`src/sv/lru_pr_pkg.sv`:
```
// Shared types, widths and defaults for the LRU page replacement block.
// Used by lru_pr_cell and lru_page_replacement; no dependencies.
package lru_pr_pkg;

  localparam int FRAMES_DEF    = 16;
  localparam int PAGE_BITS_DEF = 16;

  localparam int PAGE_W  = 16;   // page field width on the stream
  localparam int SLOT_W  = 4;
  localparam int TOTAL_W = 32;
  localparam int CFG_W   = 5;
  localparam logic [CFG_W-1:0] CFG_RESET = 5'd3;

  // Control bits of the lookup probe that walks the cell chain
  typedef struct packed {
    logic valid;
    logic found;   // a matching active frame has been seen
    logic min_ok;  // min_idx / min_rank hold a candidate victim
  } probe_ctl_t;

  // Rank/fill update broadcast to every cell
  typedef struct packed {
    logic en;
    logic fill;    // fault: load the new page into the slot
  } upd_t;

  function automatic int idx_w(input int frames);
    return (frames > 1) ? $clog2(frames) : 1;
  endfunction

  function automatic int act_w(input int frames);
    return ($clog2(frames + 1) > CFG_W) ? $clog2(frames + 1) : CFG_W;
  endfunction

  function automatic int page_w(input int bits);
    return (bits < PAGE_W) ? bits : PAGE_W;
  endfunction

endpackage

```
`src/sv/lru_pr_cell.sv`:
```
// One frame of the LRU chain: resident page, valid bit and recency rank.
// Passes the lookup probe on to its neighbor; depends on lru_pr_pkg.
module lru_pr_cell #(
  parameter int FRAMES    = lru_pr_pkg::FRAMES_DEF,
  parameter int PAGE_BITS = lru_pr_pkg::PAGE_BITS_DEF,
  parameter int IDX       = 0,
  localparam int IW = lru_pr_pkg::idx_w(FRAMES),
  localparam int AW = lru_pr_pkg::act_w(FRAMES),
  localparam int PW = lru_pr_pkg::page_w(PAGE_BITS)
) (
  input  logic                    clk,
  input  logic                    rst,
  input  logic                    clear,
  input  logic [AW-1:0]           active,
  input  lru_pr_pkg::probe_ctl_t  in_ctl,
  input  logic [PW-1:0]           in_page,
  input  logic [IW-1:0]           in_hit_idx,
  input  logic [IW-1:0]           in_hit_rank,
  input  logic [IW-1:0]           in_min_idx,
  input  logic [IW-1:0]           in_min_rank,
  output lru_pr_pkg::probe_ctl_t  out_ctl,
  output logic [PW-1:0]           out_page,
  output logic [IW-1:0]           out_hit_idx,
  output logic [IW-1:0]           out_hit_rank,
  output logic [IW-1:0]           out_min_idx,
  output logic [IW-1:0]           out_min_rank,
  input  lru_pr_pkg::upd_t        upd,
  input  logic [IW-1:0]           upd_slot,
  input  logic [IW-1:0]           upd_old_rank,
  input  logic [PW-1:0]           upd_page
);
  import lru_pr_pkg::*;

  logic [PW-1:0] page;
  logic          fvalid;
  logic [IW-1:0] rank;

  logic act, match, better;

  assign act    = AW'(IDX) < active;
  assign match  = act && fvalid && (page == in_page);
  assign better = act && (!in_ctl.min_ok || (rank < in_min_rank));

  // frame state
  always_ff @(posedge clk) begin
    if (rst || clear) begin
      fvalid <= 1'b0;
      rank   <= IW'(IDX);
    end else if (upd.en) begin
      if (upd_slot == IW'(IDX)) begin
        rank <= IW'(FRAMES - 1);
        if (upd.fill) begin
          fvalid <= 1'b1;
        end
      end else if (rank > upd_old_rank) begin
        rank <= rank - 1'b1;
      end
    end
  end

  always_ff @(posedge clk) begin
    if (upd.en && upd.fill && (upd_slot == IW'(IDX))) begin
      page <= upd_page;
    end
  end

  // probe stage toward the next cell
  always_ff @(posedge clk) begin
    if (rst) begin
      out_ctl <= '0;
    end else begin
      out_ctl.valid  <= in_ctl.valid;
      out_ctl.found  <= in_ctl.found | match;
      out_ctl.min_ok <= in_ctl.min_ok | better;
    end
  end

  always_ff @(posedge clk) begin
    out_page <= in_page;
    if (!in_ctl.found && match) begin
      out_hit_idx  <= IW'(IDX);
      out_hit_rank <= rank;
    end else begin
      out_hit_idx  <= in_hit_idx;
      out_hit_rank <= in_hit_rank;
    end
    if (better) begin
      out_min_idx  <= IW'(IDX);
      out_min_rank <= rank;
    end else begin
      out_min_idx  <= in_min_idx;
      out_min_rank <= in_min_rank;
    end
  end

endmodule

```
`src/sv/lru_page_replacement.sv`:
```
// Top level of the LRU page replacement block: stream ports, control and
// the chain of lru_pr_cell frames; depends on lru_pr_pkg and lru_pr_cell.
//
//  channel   signals                    content (low bit first)
//  -------   -------------------------  ------------------------------------
//  s_axis    tvalid tready tdata tuser  tdata: page[15:0]; tuser: first_of_run
//  m_axis    tvalid tready tdata        tdata: hit, slot[3:0], hit_total[31:0],
//                                       fault_total[31:0], 3 zero bits
//  cfg       cfg_wr_en cfg_wr_data      frames_in_use[4:0]
//
// A reference passes the accept edge, a register in every cell as the probe
// walks the chain, the capture of the probe result and the rank/fill update;
// tready is high again right after the update.
// A new reference is taken once the update is done, even while the result
// waits in the output register; the update waits until that register frees.
// Reset empties all frames, sets rank = frame index and zeroes the totals.
module lru_page_replacement #(
  parameter int FRAMES    = lru_pr_pkg::FRAMES_DEF,
  parameter int PAGE_BITS = lru_pr_pkg::PAGE_BITS_DEF
) (
  input  logic                                clk,
  input  logic                                rst,
  input  logic                                s_axis_tvalid,
  output logic                                s_axis_tready,
  input  logic [lru_pr_pkg::PAGE_W-1:0]       s_axis_tdata,  // page
  input  logic                                s_axis_tuser,  // first_of_run
  output logic                                m_axis_tvalid,
  input  logic                                m_axis_tready,
  output logic [71:0]                         m_axis_tdata,  // hit, slot, hit_total,
                                                             // fault_total, pad
  input  logic                                cfg_wr_en,
  input  logic [lru_pr_pkg::CFG_W-1:0]        cfg_wr_data    // frames_in_use
);
  import lru_pr_pkg::*;

  localparam int IW = idx_w(FRAMES);
  localparam int AW = act_w(FRAMES);
  localparam int PW = page_w(PAGE_BITS);

  localparam logic [1:0] S_IDLE   = 2'd0;
  localparam logic [1:0] S_SEARCH = 2'd1;
  localparam logic [1:0] S_UPDATE = 2'd2;

  logic [1:0] state, state_next;

  logic [CFG_W-1:0] frames_in_use;
  logic [AW-1:0]    active, active_next;

  // chain taps: index 0 is the launch, index i+1 is cell i's output
  probe_ctl_t    ch_ctl      [FRAMES+1];
  logic [PW-1:0] ch_page     [FRAMES+1];
  logic [IW-1:0] ch_hit_idx  [FRAMES+1];
  logic [IW-1:0] ch_hit_rank [FRAMES+1];
  logic [IW-1:0] ch_min_idx  [FRAMES+1];
  logic [IW-1:0] ch_min_rank [FRAMES+1];

  logic          launch_valid;
  logic [PW-1:0] launch_page;

  logic          res_found;
  logic [IW-1:0] res_slot;
  logic [IW-1:0] res_old_rank;
  logic [PW-1:0] res_page;

  logic [TOTAL_W-1:0] hits, faults, hits_next, faults_next;

  logic               out_valid;
  logic               out_hit;
  logic [SLOT_W-1:0]  out_slot;
  logic [TOTAL_W-1:0] out_hits, out_faults;

  logic accept, clear, out_free, do_update, tail_valid;
  upd_t upd;

  assign s_axis_tready = (state == S_IDLE);
  assign accept        = s_axis_tvalid && s_axis_tready;
  assign clear         = accept && s_axis_tuser;
  assign out_free      = !out_valid || m_axis_tready;
  assign do_update     = (state == S_UPDATE) && out_free;
  assign tail_valid    = ch_ctl[FRAMES].valid;

  assign upd.en   = do_update;
  assign upd.fill = !res_found;

  // frames_in_use of zero acts as one, above FRAMES as FRAMES
  always_comb begin
    if (frames_in_use == '0) begin
      active_next = AW'(1);
    end else if (AW'(frames_in_use) > AW'(FRAMES)) begin
      active_next = AW'(FRAMES);
    end else begin
      active_next = AW'(frames_in_use);
    end
  end

  always_ff @(posedge clk) begin
    if (rst) begin
      frames_in_use <= CFG_RESET;
    end else if (cfg_wr_en) begin
      frames_in_use <= cfg_wr_data;
    end
  end

  always_comb begin
    state_next = state;
    unique case (state)
      S_IDLE:   if (accept)     state_next = S_SEARCH;
      S_SEARCH: if (tail_valid) state_next = S_UPDATE;
      S_UPDATE: if (out_free)   state_next = S_IDLE;
      default:                  state_next = S_IDLE;
    endcase
  end

  always_ff @(posedge clk) begin
    if (rst) begin
      state        <= S_IDLE;
      launch_valid <= 1'b0;
    end else begin
      state        <= state_next;
      launch_valid <= accept;
    end
  end

  always_ff @(posedge clk) begin
    if (accept) begin
      launch_page <= s_axis_tdata[PW-1:0];
      active      <= active_next;
    end
  end

  assign ch_ctl[0]      = '{valid: launch_valid, found: 1'b0, min_ok: 1'b0};
  assign ch_page[0]     = launch_page;
  assign ch_hit_idx[0]  = '0;
  assign ch_hit_rank[0] = '0;
  assign ch_min_idx[0]  = '0;
  assign ch_min_rank[0] = '0;

  for (genvar i = 0; i < FRAMES; i++) begin : g_cell
    lru_pr_cell #(
      .FRAMES    (FRAMES),
      .PAGE_BITS (PAGE_BITS),
      .IDX       (i)
    ) u_cell (
      .clk          (clk),
      .rst          (rst),
      .clear        (clear),
      .active       (active),
      .in_ctl       (ch_ctl[i]),
      .in_page      (ch_page[i]),
      .in_hit_idx   (ch_hit_idx[i]),
      .in_hit_rank  (ch_hit_rank[i]),
      .in_min_idx   (ch_min_idx[i]),
      .in_min_rank  (ch_min_rank[i]),
      .out_ctl      (ch_ctl[i+1]),
      .out_page     (ch_page[i+1]),
      .out_hit_idx  (ch_hit_idx[i+1]),
      .out_hit_rank (ch_hit_rank[i+1]),
      .out_min_idx  (ch_min_idx[i+1]),
      .out_min_rank (ch_min_rank[i+1]),
      .upd          (upd),
      .upd_slot     (res_slot),
      .upd_old_rank (res_old_rank),
      .upd_page     (res_page)
    );
  end

  // hold the probe result until the output register can take it
  always_ff @(posedge clk) begin
    if (state == S_SEARCH && tail_valid) begin
      res_found    <= ch_ctl[FRAMES].found;
      res_slot     <= ch_ctl[FRAMES].found ? ch_hit_idx[FRAMES]  : ch_min_idx[FRAMES];
      res_old_rank <= ch_ctl[FRAMES].found ? ch_hit_rank[FRAMES] : ch_min_rank[FRAMES];
      res_page     <= ch_page[FRAMES];
    end
  end

  // saturating totals
  always_comb begin
    hits_next   = hits;
    faults_next = faults;
    if (res_found) begin
      if (hits != '1) hits_next = hits + 1'b1;
    end else begin
      if (faults != '1) faults_next = faults + 1'b1;
    end
  end

  always_ff @(posedge clk) begin
    if (rst || clear) begin
      hits   <= '0;
      faults <= '0;
    end else if (do_update) begin
      hits   <= hits_next;
      faults <= faults_next;
    end
  end

  always_ff @(posedge clk) begin
    if (rst) begin
      out_valid <= 1'b0;
    end else if (do_update) begin
      out_valid <= 1'b1;
    end else if (m_axis_tready) begin
      out_valid <= 1'b0;
    end
  end

  always_ff @(posedge clk) begin
    if (do_update) begin
      out_hit    <= res_found;
      out_slot   <= SLOT_W'(res_slot);
      out_hits   <= hits_next;
      out_faults <= faults_next;
    end
  end

  assign m_axis_tvalid = out_valid;
  assign m_axis_tdata  = {3'b000, out_faults, out_hits, out_slot, out_hit};

endmodule

```
`config.mk`:
```
export PLATFORM = sky130hd
export DESIGN_NAME = lru_page_replacement
export DESIGN_NICKNAME = d
export VERILOG_FILES = /design/src/sv/lru_pr_pkg.sv /design/src/sv/lru_pr_cell.sv /design/src/sv/lru_page_replacement.sv
export SDC_FILE = /design/constraint.sdc
export NUM_CORES = 1
export LEC_CHECK = 0
export ABC_AREA = 1
export BUFFER_PORTS_ARGS = -buffer_cell sky130_fd_sc_hd__buf_2
export CORE_MARGIN = 1.5
export CORE_UTILIZATION = 60
export CTS_BUF_LIST = sky130_fd_sc_hd__clkbuf_16
export CTS_CLUSTER_SIZE = 28
export DETAILED_ROUTE_END_ITERATION = 12
export PLACE_DENSITY_LB_ADDON = 0.05
export SLEW_MARGIN = 20
export SYNTH_ARGS = -nofsm -noshare
export SYNTH_HDL_FRONTEND = slang
export SYNTH_SLANG_ARGS = --single-unit
export TNS_END_PERCENT = 20
```
`constraint.sdc`:
```
create_clock -name clk -period 2.6 [get_ports clk]
set_clock_uncertainty 0.15 [all_clocks]
set_input_delay 0.26 -clock clk [delete_from_list [all_inputs] [get_ports clk]]
set_output_delay 0.26 -clock clk [all_outputs]
set_load 0.005 [all_outputs]
```
### Word level (Yosys, flattened, before mapping)

Index checks and enable logic that the tools add are counted.

| operators by class | value |
|---|---|
| magnitude comparators | 48 |
| mux-type cells | 77 |
| bitwise logic cells | 30 |
| equality and inequality tests | 38 |
| add/sub/neg operators | 18 |
| reduce and logical (&&, ||, !) cells | 186 |

Operators by type and width:

| operator | count |
|---|---|
| $eq 16x16->1 | 16 |
| $mux 4 | 64 |
| $mux 32 | 4 |
| $logic_and 1x1->1 | 83 |
| $add 32x1->32 const B | 2 |
| $gt 4x4->1 | 16 |
| $ne 32x32->1 const B | 2 |
| $sub 4x1->4 const B | 16 |
| $lt 4x4->1 | 15 |
| $reduce_and 3->1 | 17 |
| $lt 4x5->1 const A | 8 |
| $reduce_bool 2->1 | 17 |
| $eq 4x4->1 const B | 8 |
| $logic_not 1->1 | 32 |
| $reduce_and 2->1 | 16 |
| $or 1x1->1 | 29 |
| $lt 3x5->1 const A | 4 |
| $logic_or 1x1->1 | 17 |
| $eq 4x3->1 const B | 4 |
| $lt 1x5->1 const A | 2 |
| $lt 2x5->1 const A | 2 |
| $eq 4x2->1 const B | 2 |
| $mux 2 | 3 |
| $pmux 2 s3 | 1 |
| other kinds (13) | 17 |

| storage, ports and cells | value |
|---|---|
| register bits after elaboration | 1,053 |
| input port bits | 27 |

### Longest topological paths before layout

| logic depth | value |
|---|---|
| depth after elaboration | 5 |
| depth in mapped cells | 13 |
| mapped depth without buffers | 12 |

### Modules after synthesis

From an unflattened synthesis, not the netlist that was laid out.

| unflattened totals | value |
|---|---|
| cell total of the unflattened synthesis | 5,521 |
| area, all modules | 46,079.2 um^2 |

By module, submodules not included:

| module | area each (um^2) | seq. area each (um^2) | cells each | times used |
|---|---|---|---|---|
| lru_page_replacement | 9,355.2 | 4,914.7 | 1,167 | 1 |
| lru_pr_cell at g_cell[10].u_cell | 2,364.8 | 1,281.2 | 292 | 1 |
| lru_pr_cell at g_cell[12].u_cell | 2,363.5 | 1,281.2 | 284 | 1 |
| lru_pr_cell at g_cell[5].u_cell | 2,359.8 | 1,281.2 | 292 | 1 |
| lru_pr_cell at g_cell[0].u_cell | 2,349.8 | 1,281.2 | 288 | 1 |
| lru_pr_cell at g_cell[8].u_cell | 2,339.7 | 1,281.2 | 290 | 1 |
| lru_pr_cell at g_cell[9].u_cell | 2,318.5 | 1,281.2 | 275 | 1 |
| lru_pr_cell at g_cell[2].u_cell | 2,313.5 | 1,281.2 | 283 | 1 |
| lru_pr_cell at g_cell[6].u_cell | 2,308.5 | 1,281.2 | 274 | 1 |
| lru_pr_cell at g_cell[13].u_cell | 2,270.9 | 1,281.2 | 261 | 1 |
| lru_pr_cell at g_cell[3].u_cell | 2,270.9 | 1,281.2 | 260 | 1 |
| lru_pr_cell at g_cell[1].u_cell | 2,267.2 | 1,281.2 | 262 | 1 |
| lru_pr_cell at g_cell[4].u_cell | 2,264.7 | 1,281.2 | 273 | 1 |
| lru_pr_cell at g_cell[15].u_cell | 2,244.7 | 1,281.2 | 257 | 1 |
| +3 rows | - | - | - | - |

### Least setup slack after synthesis

Ideal clock, no wire load.

| timing path | value |
|---|---|
| path type | register -> register |
| from | register state[1] |
| to | register out_faults[0], enable pin |
| cell stages (with the launch flop) | 7 |
| arrival | 1.823 ns |
| path slack | 0.228 ns |
| required time | 2.051 ns |
| period minus slack after synthesis | 2.372 ns |
| cell sequence | dfxtp_1 > inv_1 > nor2_1 > nand2_1 > inv_2 > buf_2 > buf_2 |

| between the ends | value |
|---|---|
| longest elaborated chain between the ends | 2 |

RTL lines:

| what | line | text |
|---|---|---|
| start, declared | lru_page_replacement.sv:44 | `logic [1:0] state, state_next;` |
| start signal, assigned | lru_page_replacement.sv:119 | `state <= state_next;` |
| $eq 2x2->1 | lru_page_replacement.sv:79 | `assign do_update = (state == S_UPDATE) && out_free;` |
| $logic_and 1x1->1 | lru_page_replacement.sv:79 |  |
| named net do_update | lru_page_replacement.sv:72 | `logic accept, clear, out_free, do_update, tail_valid;` |
| end signal, assigned | lru_page_replacement.sv:213 | `out_faults <= faults_next;` |
| end, declared | lru_page_replacement.sv:70 | `logic [TOTAL_W-1:0] out_hits, out_faults;` |

The timed path passes the listed nets, and every way through them passes these cells.
A chain may end at the register's enable or synchronous reset.

==> reports/qor.csv <==
stage,metric,value,unit
setup_path,Worst Path Arrival,2.99,ns
setup_path,CP most frequent cell,dlygate4sd3_1,
setup_path,Slowest Stage Delay on Critical Path,0.59,ns
sta,fin crit period,2.515,ns
floorplanning,initial core utilization,60.60,%
routing,Total Wirelength,99970,um
routing,DR vias/cell,5.206,
setup_path,Worst R2R Path Depth,8,
setup_path,WS Path Type,input pin to register,
routing,initial DRC count,2577,
place,HPWL Detailed,71440,um
routing,DRC viols,0,
routing,first drt pass iteration count,5,
clock_network,TritonCTS Buffers,104,
setup_path,cell chain of the critical path,dlygate4sd3_1 > buf_2 > inv_1 > buf_4 > o21ai_0 > dlygate4sd3_1 > a21oi_1 > dlygate4sd3_1,
sta,Pins Over Slew Limit,0,
floorplanning,I/O pin cnt,101,
setup_path,element type at the critical path end,register,
place,worst slack at placement,0.1765,ns
sta,worst rel slew slack,40.84,%
place,DP Cell Count,5570,
global_routing,All-Layer GR Usage,28.21,%
sta,RSZ-0062 raised after global routing,false,
global_routing,initial antenna violation count,1,
job,Max-cap violations,0,
routing,Final ANT Viol Nets,0,
sta,period utilization,96.74,%
global_routing,largest net degree at the start of global routing,55,
setup_path,peak fanout along the critical path,10,
sta,Final WS setup,0.08482,ns
sta,Max Clk Rate,0.3976,GHz
yosys,"Primary FF master, synth",dfxtp_1,
yosys,Cell variety after synth,54,
power,LEAKAGE,20.88,nW
setup_path,reg2reg start,res_slot[3]$_DFFE_PP_,
global_routing,grt ovf,0,
setup_path,CP max-delay cell,dlygate4sd3_1,
sta,Worst Tran Pin Value,0.8874,ns
place,gpl congestion,0.9161,
floorplanning,Die Y,266.2,um
setup_path,CP Launch Type,input pin,
setup_path,Levels on crit path,8,
yosys,Mapped Cells,4532,
clock_network,clk slew on worst S/H paths,0.06,ns
layout,Layout Cells excl Fill,5802,
yosys,Syn. warnings,0,
setup_path,reg2reg setup slack,0.23,ns
layout,Total Nets Final,4935,
yosys,fraction of registers with async set/reset,0,%
floorplanning,Core ar.,68590,sq um
layout,post-route design area,47250,sq um
clock_network,CTS Sinks,1053,
layout,area delta synth->final,13.69,%
status,status,"finished, final reports clean",
yosys,sequential fraction of the synthesis area,59.65,%
yosys,average cell area after synthesis,9.171,sq um
routing,WL/cell,17.23,um
clock_network,htree depth,3,
yosys,mapped cell area,41560,sq um
sta,Setup TNS Final,0,ns
place,port bufs,97,
floorplanning,Die Footprint,70860,sq um
clock_network,# Post-CTS Setup Buffers,0,
yosys,"FF+latch count, synth",1053,
sta,count of final setup violators,0,
power,Pwr per Cell Area,719.9,nW/um^2
sta,Fin Hold WS,0.1481,ns
layout,layout cells sized above 1,9.569,%
global_routing,global-route wire length before repair,154500,um
setup_path,WP data required,3.07,ns
clock_network,CTS tree,done,
clock_network,worst skew pair latency,0.67,ns
setup_path,CP bufs+invs,6,
routing,via count,30210,
setup_path,RR Endpoint,g_cell[1].u_cell.page[11]$_DFFE_PP_,
place,Placed Area,43520,sq um
floorplanning,die width,266.2,um
floorplanning,# rows,96,
clock_network,root buf cell,clkbuf_16,
setup_path,Worst Setup SP,rst,
setup_path,crit path capture,frames_in_use[4]$_SDFFE_PP0P_,
global_routing,vias in the first global route,27690,
clock_network,clk buf depth,3,
worst_hold_path,Min-Delay Path Class,input pin to register,
yosys,Post-synth EDFFs,371,
sta,final hold violations,0,
setup_path,top cell family by delay on the critical path,buffers and inverters,
power,Max VDD drop,0.9334,mV
how the worst min path moves through the flow:
stage	startpoint	to	slack [ns]	depth (start not counted)
finish	s_axis_tdata[3]	launch_page[3]$_DFFE_PN_	0.15	2
global route	s_axis_tdata[3]	launch_page[3]$_DFFE_PN_	0.12	2
CTS	s_axis_tdata[7]	launch_page[7]$_DFFE_PN_	0.12	2
detailed placement	g_cell[6].u_cell.out_page[15]$_DFF_P_	g_cell[7].u_cell.out_page[15]$_DFF_P_	0.19	0
global placement	g_cell[14].u_cell.out_page[3]$_DFF_P_	g_cell[15].u_cell.out_page[3]$_DFF_P_	0.19	0
floorplan	g_cell[9].u_cell.out_page[5]$_DFF_P_	g_cell[10].u_cell.out_page[5]$_DFF_P_	0.18	0
cells by family after synthesis:
| logic type | share of synthesized area (%) |
|---|---|
| other | 0.009022 |
| muxes | 0.2168 |
| buffers and inverters | 7.222 |
| and+or+nand+nor | 20.40 |
| xor gates and xnor gates | 2.399 |
| DFF | 59.65 |
| AOI/OAI and AO/OA | 6.213 |
| adders and majority gates | 3.883 |
registers in the layout, indices dropped and copies added, names as in the netlist, 5 cells and up:
name,cells
active,5
faults,32
frames_in_use,5
g_cell.u_cell.fvalid,16
g_cell.u_cell.out_ctl,47
g_cell.u_cell.out_hit_idx,49
g_cell.u_cell.out_hit_rank,64
g_cell.u_cell.out_min_idx,49
g_cell.u_cell.out_min_rank,64
g_cell.u_cell.out_page,256
g_cell.u_cell.page,256
g_cell.u_cell.rank,64
hits,32
launch_page,16
out_faults,32
out_hits,32
res_page,16
stage by stage:
stage          total power [mW]  util [%]
2_1_floorplan             19.07         -
5_1_grt                   35.12     68.89
4_1_cts                   34.19     68.88
3_5_place_dp              19.58     63.45
3_3_place_gp              19.55     63.45
6_report                  34.02     68.89
power by group:
group | switching (mW) | internal (mW)
Clock | 6.41 | 8.30
Sequential | 0.351 | 17.6
Combinational | 0.842 | 0.522
Total | 7.61 | 26.4
metal layers:
layer	GRT usage, %	up-vias	routed length (um)	share of wire, %
met4	7.601	0	2266	2.3
met2	43.39	894	44460	44
li1	-	15080	-	-
met1	41.98	14090	47050	47
met3	3.743	144	6187	6.2
met5	0	-	0	0
synth_stat cells (2+ instances only):
| cell | n | area share, % |
|---|---|---|
| or2_2 | 63 | 0.95 |
| a31oi_1 | 8 | 0.12 |
| nand3_2 | 5 | 0.12 |
| o21bai_1 | 11 | 0.20 |
| and2_1 | 7 | 0.11 |
| ha_1 | 129 | 3.9 |
| dfxtp_1 | 682 | 33 |
| nor2_4 | 5 | 0.14 |
| o21ai_1 | 10 | 0.12 |
| inv_1 | 697 | 6.3 |
| buf_1 | 6 | 0.054 |
| nor2_1 | 432 | 3.9 |
| o21ai_0 | 217 | 2.6 |
| nand3b_1 | 8 | 0.14 |
| mux2_2 | 8 | 0.22 |
| nor4_1 | 3 | 0.045 |
| xnor2_1 | 51 | 1.1 |
| nand2_4 | 3 | 0.081 |
| edfxtp_1 | 371 | 27 |
| o211ai_1 | 16 | 0.29 |
| o22ai_1 | 24 | 0.36 |
| buf_2 | 21 | 0.25 |
| nand2_1 | 1074 | 9.7 |
| o31ai_1 | 2 | 0.036 |
| nor2_8 | 2 | 0.096 |
| nand3_4 | 2 | 0.084 |
| nand4_1 | 105 | 1.6 |
| nor2_2 | 11 | 0.17 |
| buf_6 | 7 | 0.19 |
| nor3_1 | 43 | 0.52 |
| a21boi_0 | 4 | 0.072 |
| o21ai_2 | 12 | 0.25 |
| nor3_2 | 2 | 0.048 |
| xor2_1 | 61 | 1.3 |
| buf_4 | 5 | 0.090 |
| o211ai_2 | 5 | 0.15 |
| nand2_2 | 7 | 0.11 |
| clkbuf_1 | 26 | 0.23 |
| a21oi_1 | 161 | 1.9 |
| nand3_1 | 204 | 2.5 |
| inv_2 | 8 | 0.072 |
| nor3b_1 | 2 | 0.036 |
final cells by class:
| type | instances | area [sq um] |
|---|---|---|
| antenna | 1 | 2.502 |
| clock buffer | 107 | 2678 |
| clock inverter | 90 | 710.7 |
| fill | 5402 | 21330 |
| inverter | 705 | 2651 |
| multi-input combinational | 2710 | 13790 |
| sequential | 1053 | 24790 |
| tap | 931 | 1165 |
| timing repair buffer | 205 | 1456 |
cells in the final DEF, fill, tap and decap left out, types with 43 or more instances in the layout:
cell type and n:
edfxtp_1 371, buf_4 68, nand3_1 204, xor2_1 61
xnor2_1 51, ha_1 129, dfxtp_1 682, nor2_1 432
or2_2 63, nand4_1 105, inv_1 712, nand2_1 1072
a21oi_1 161, buf_2 97, o21ai_0 217, nor3_1 43
clkbuf_16 107
timing repair:
action,CTS,global route
resized for setup,0,1
hold endpoints to repair,27,0
endpoints found under the setup margin,0,6
hold buffers,34,0
(Power assumes the default switching activity.)
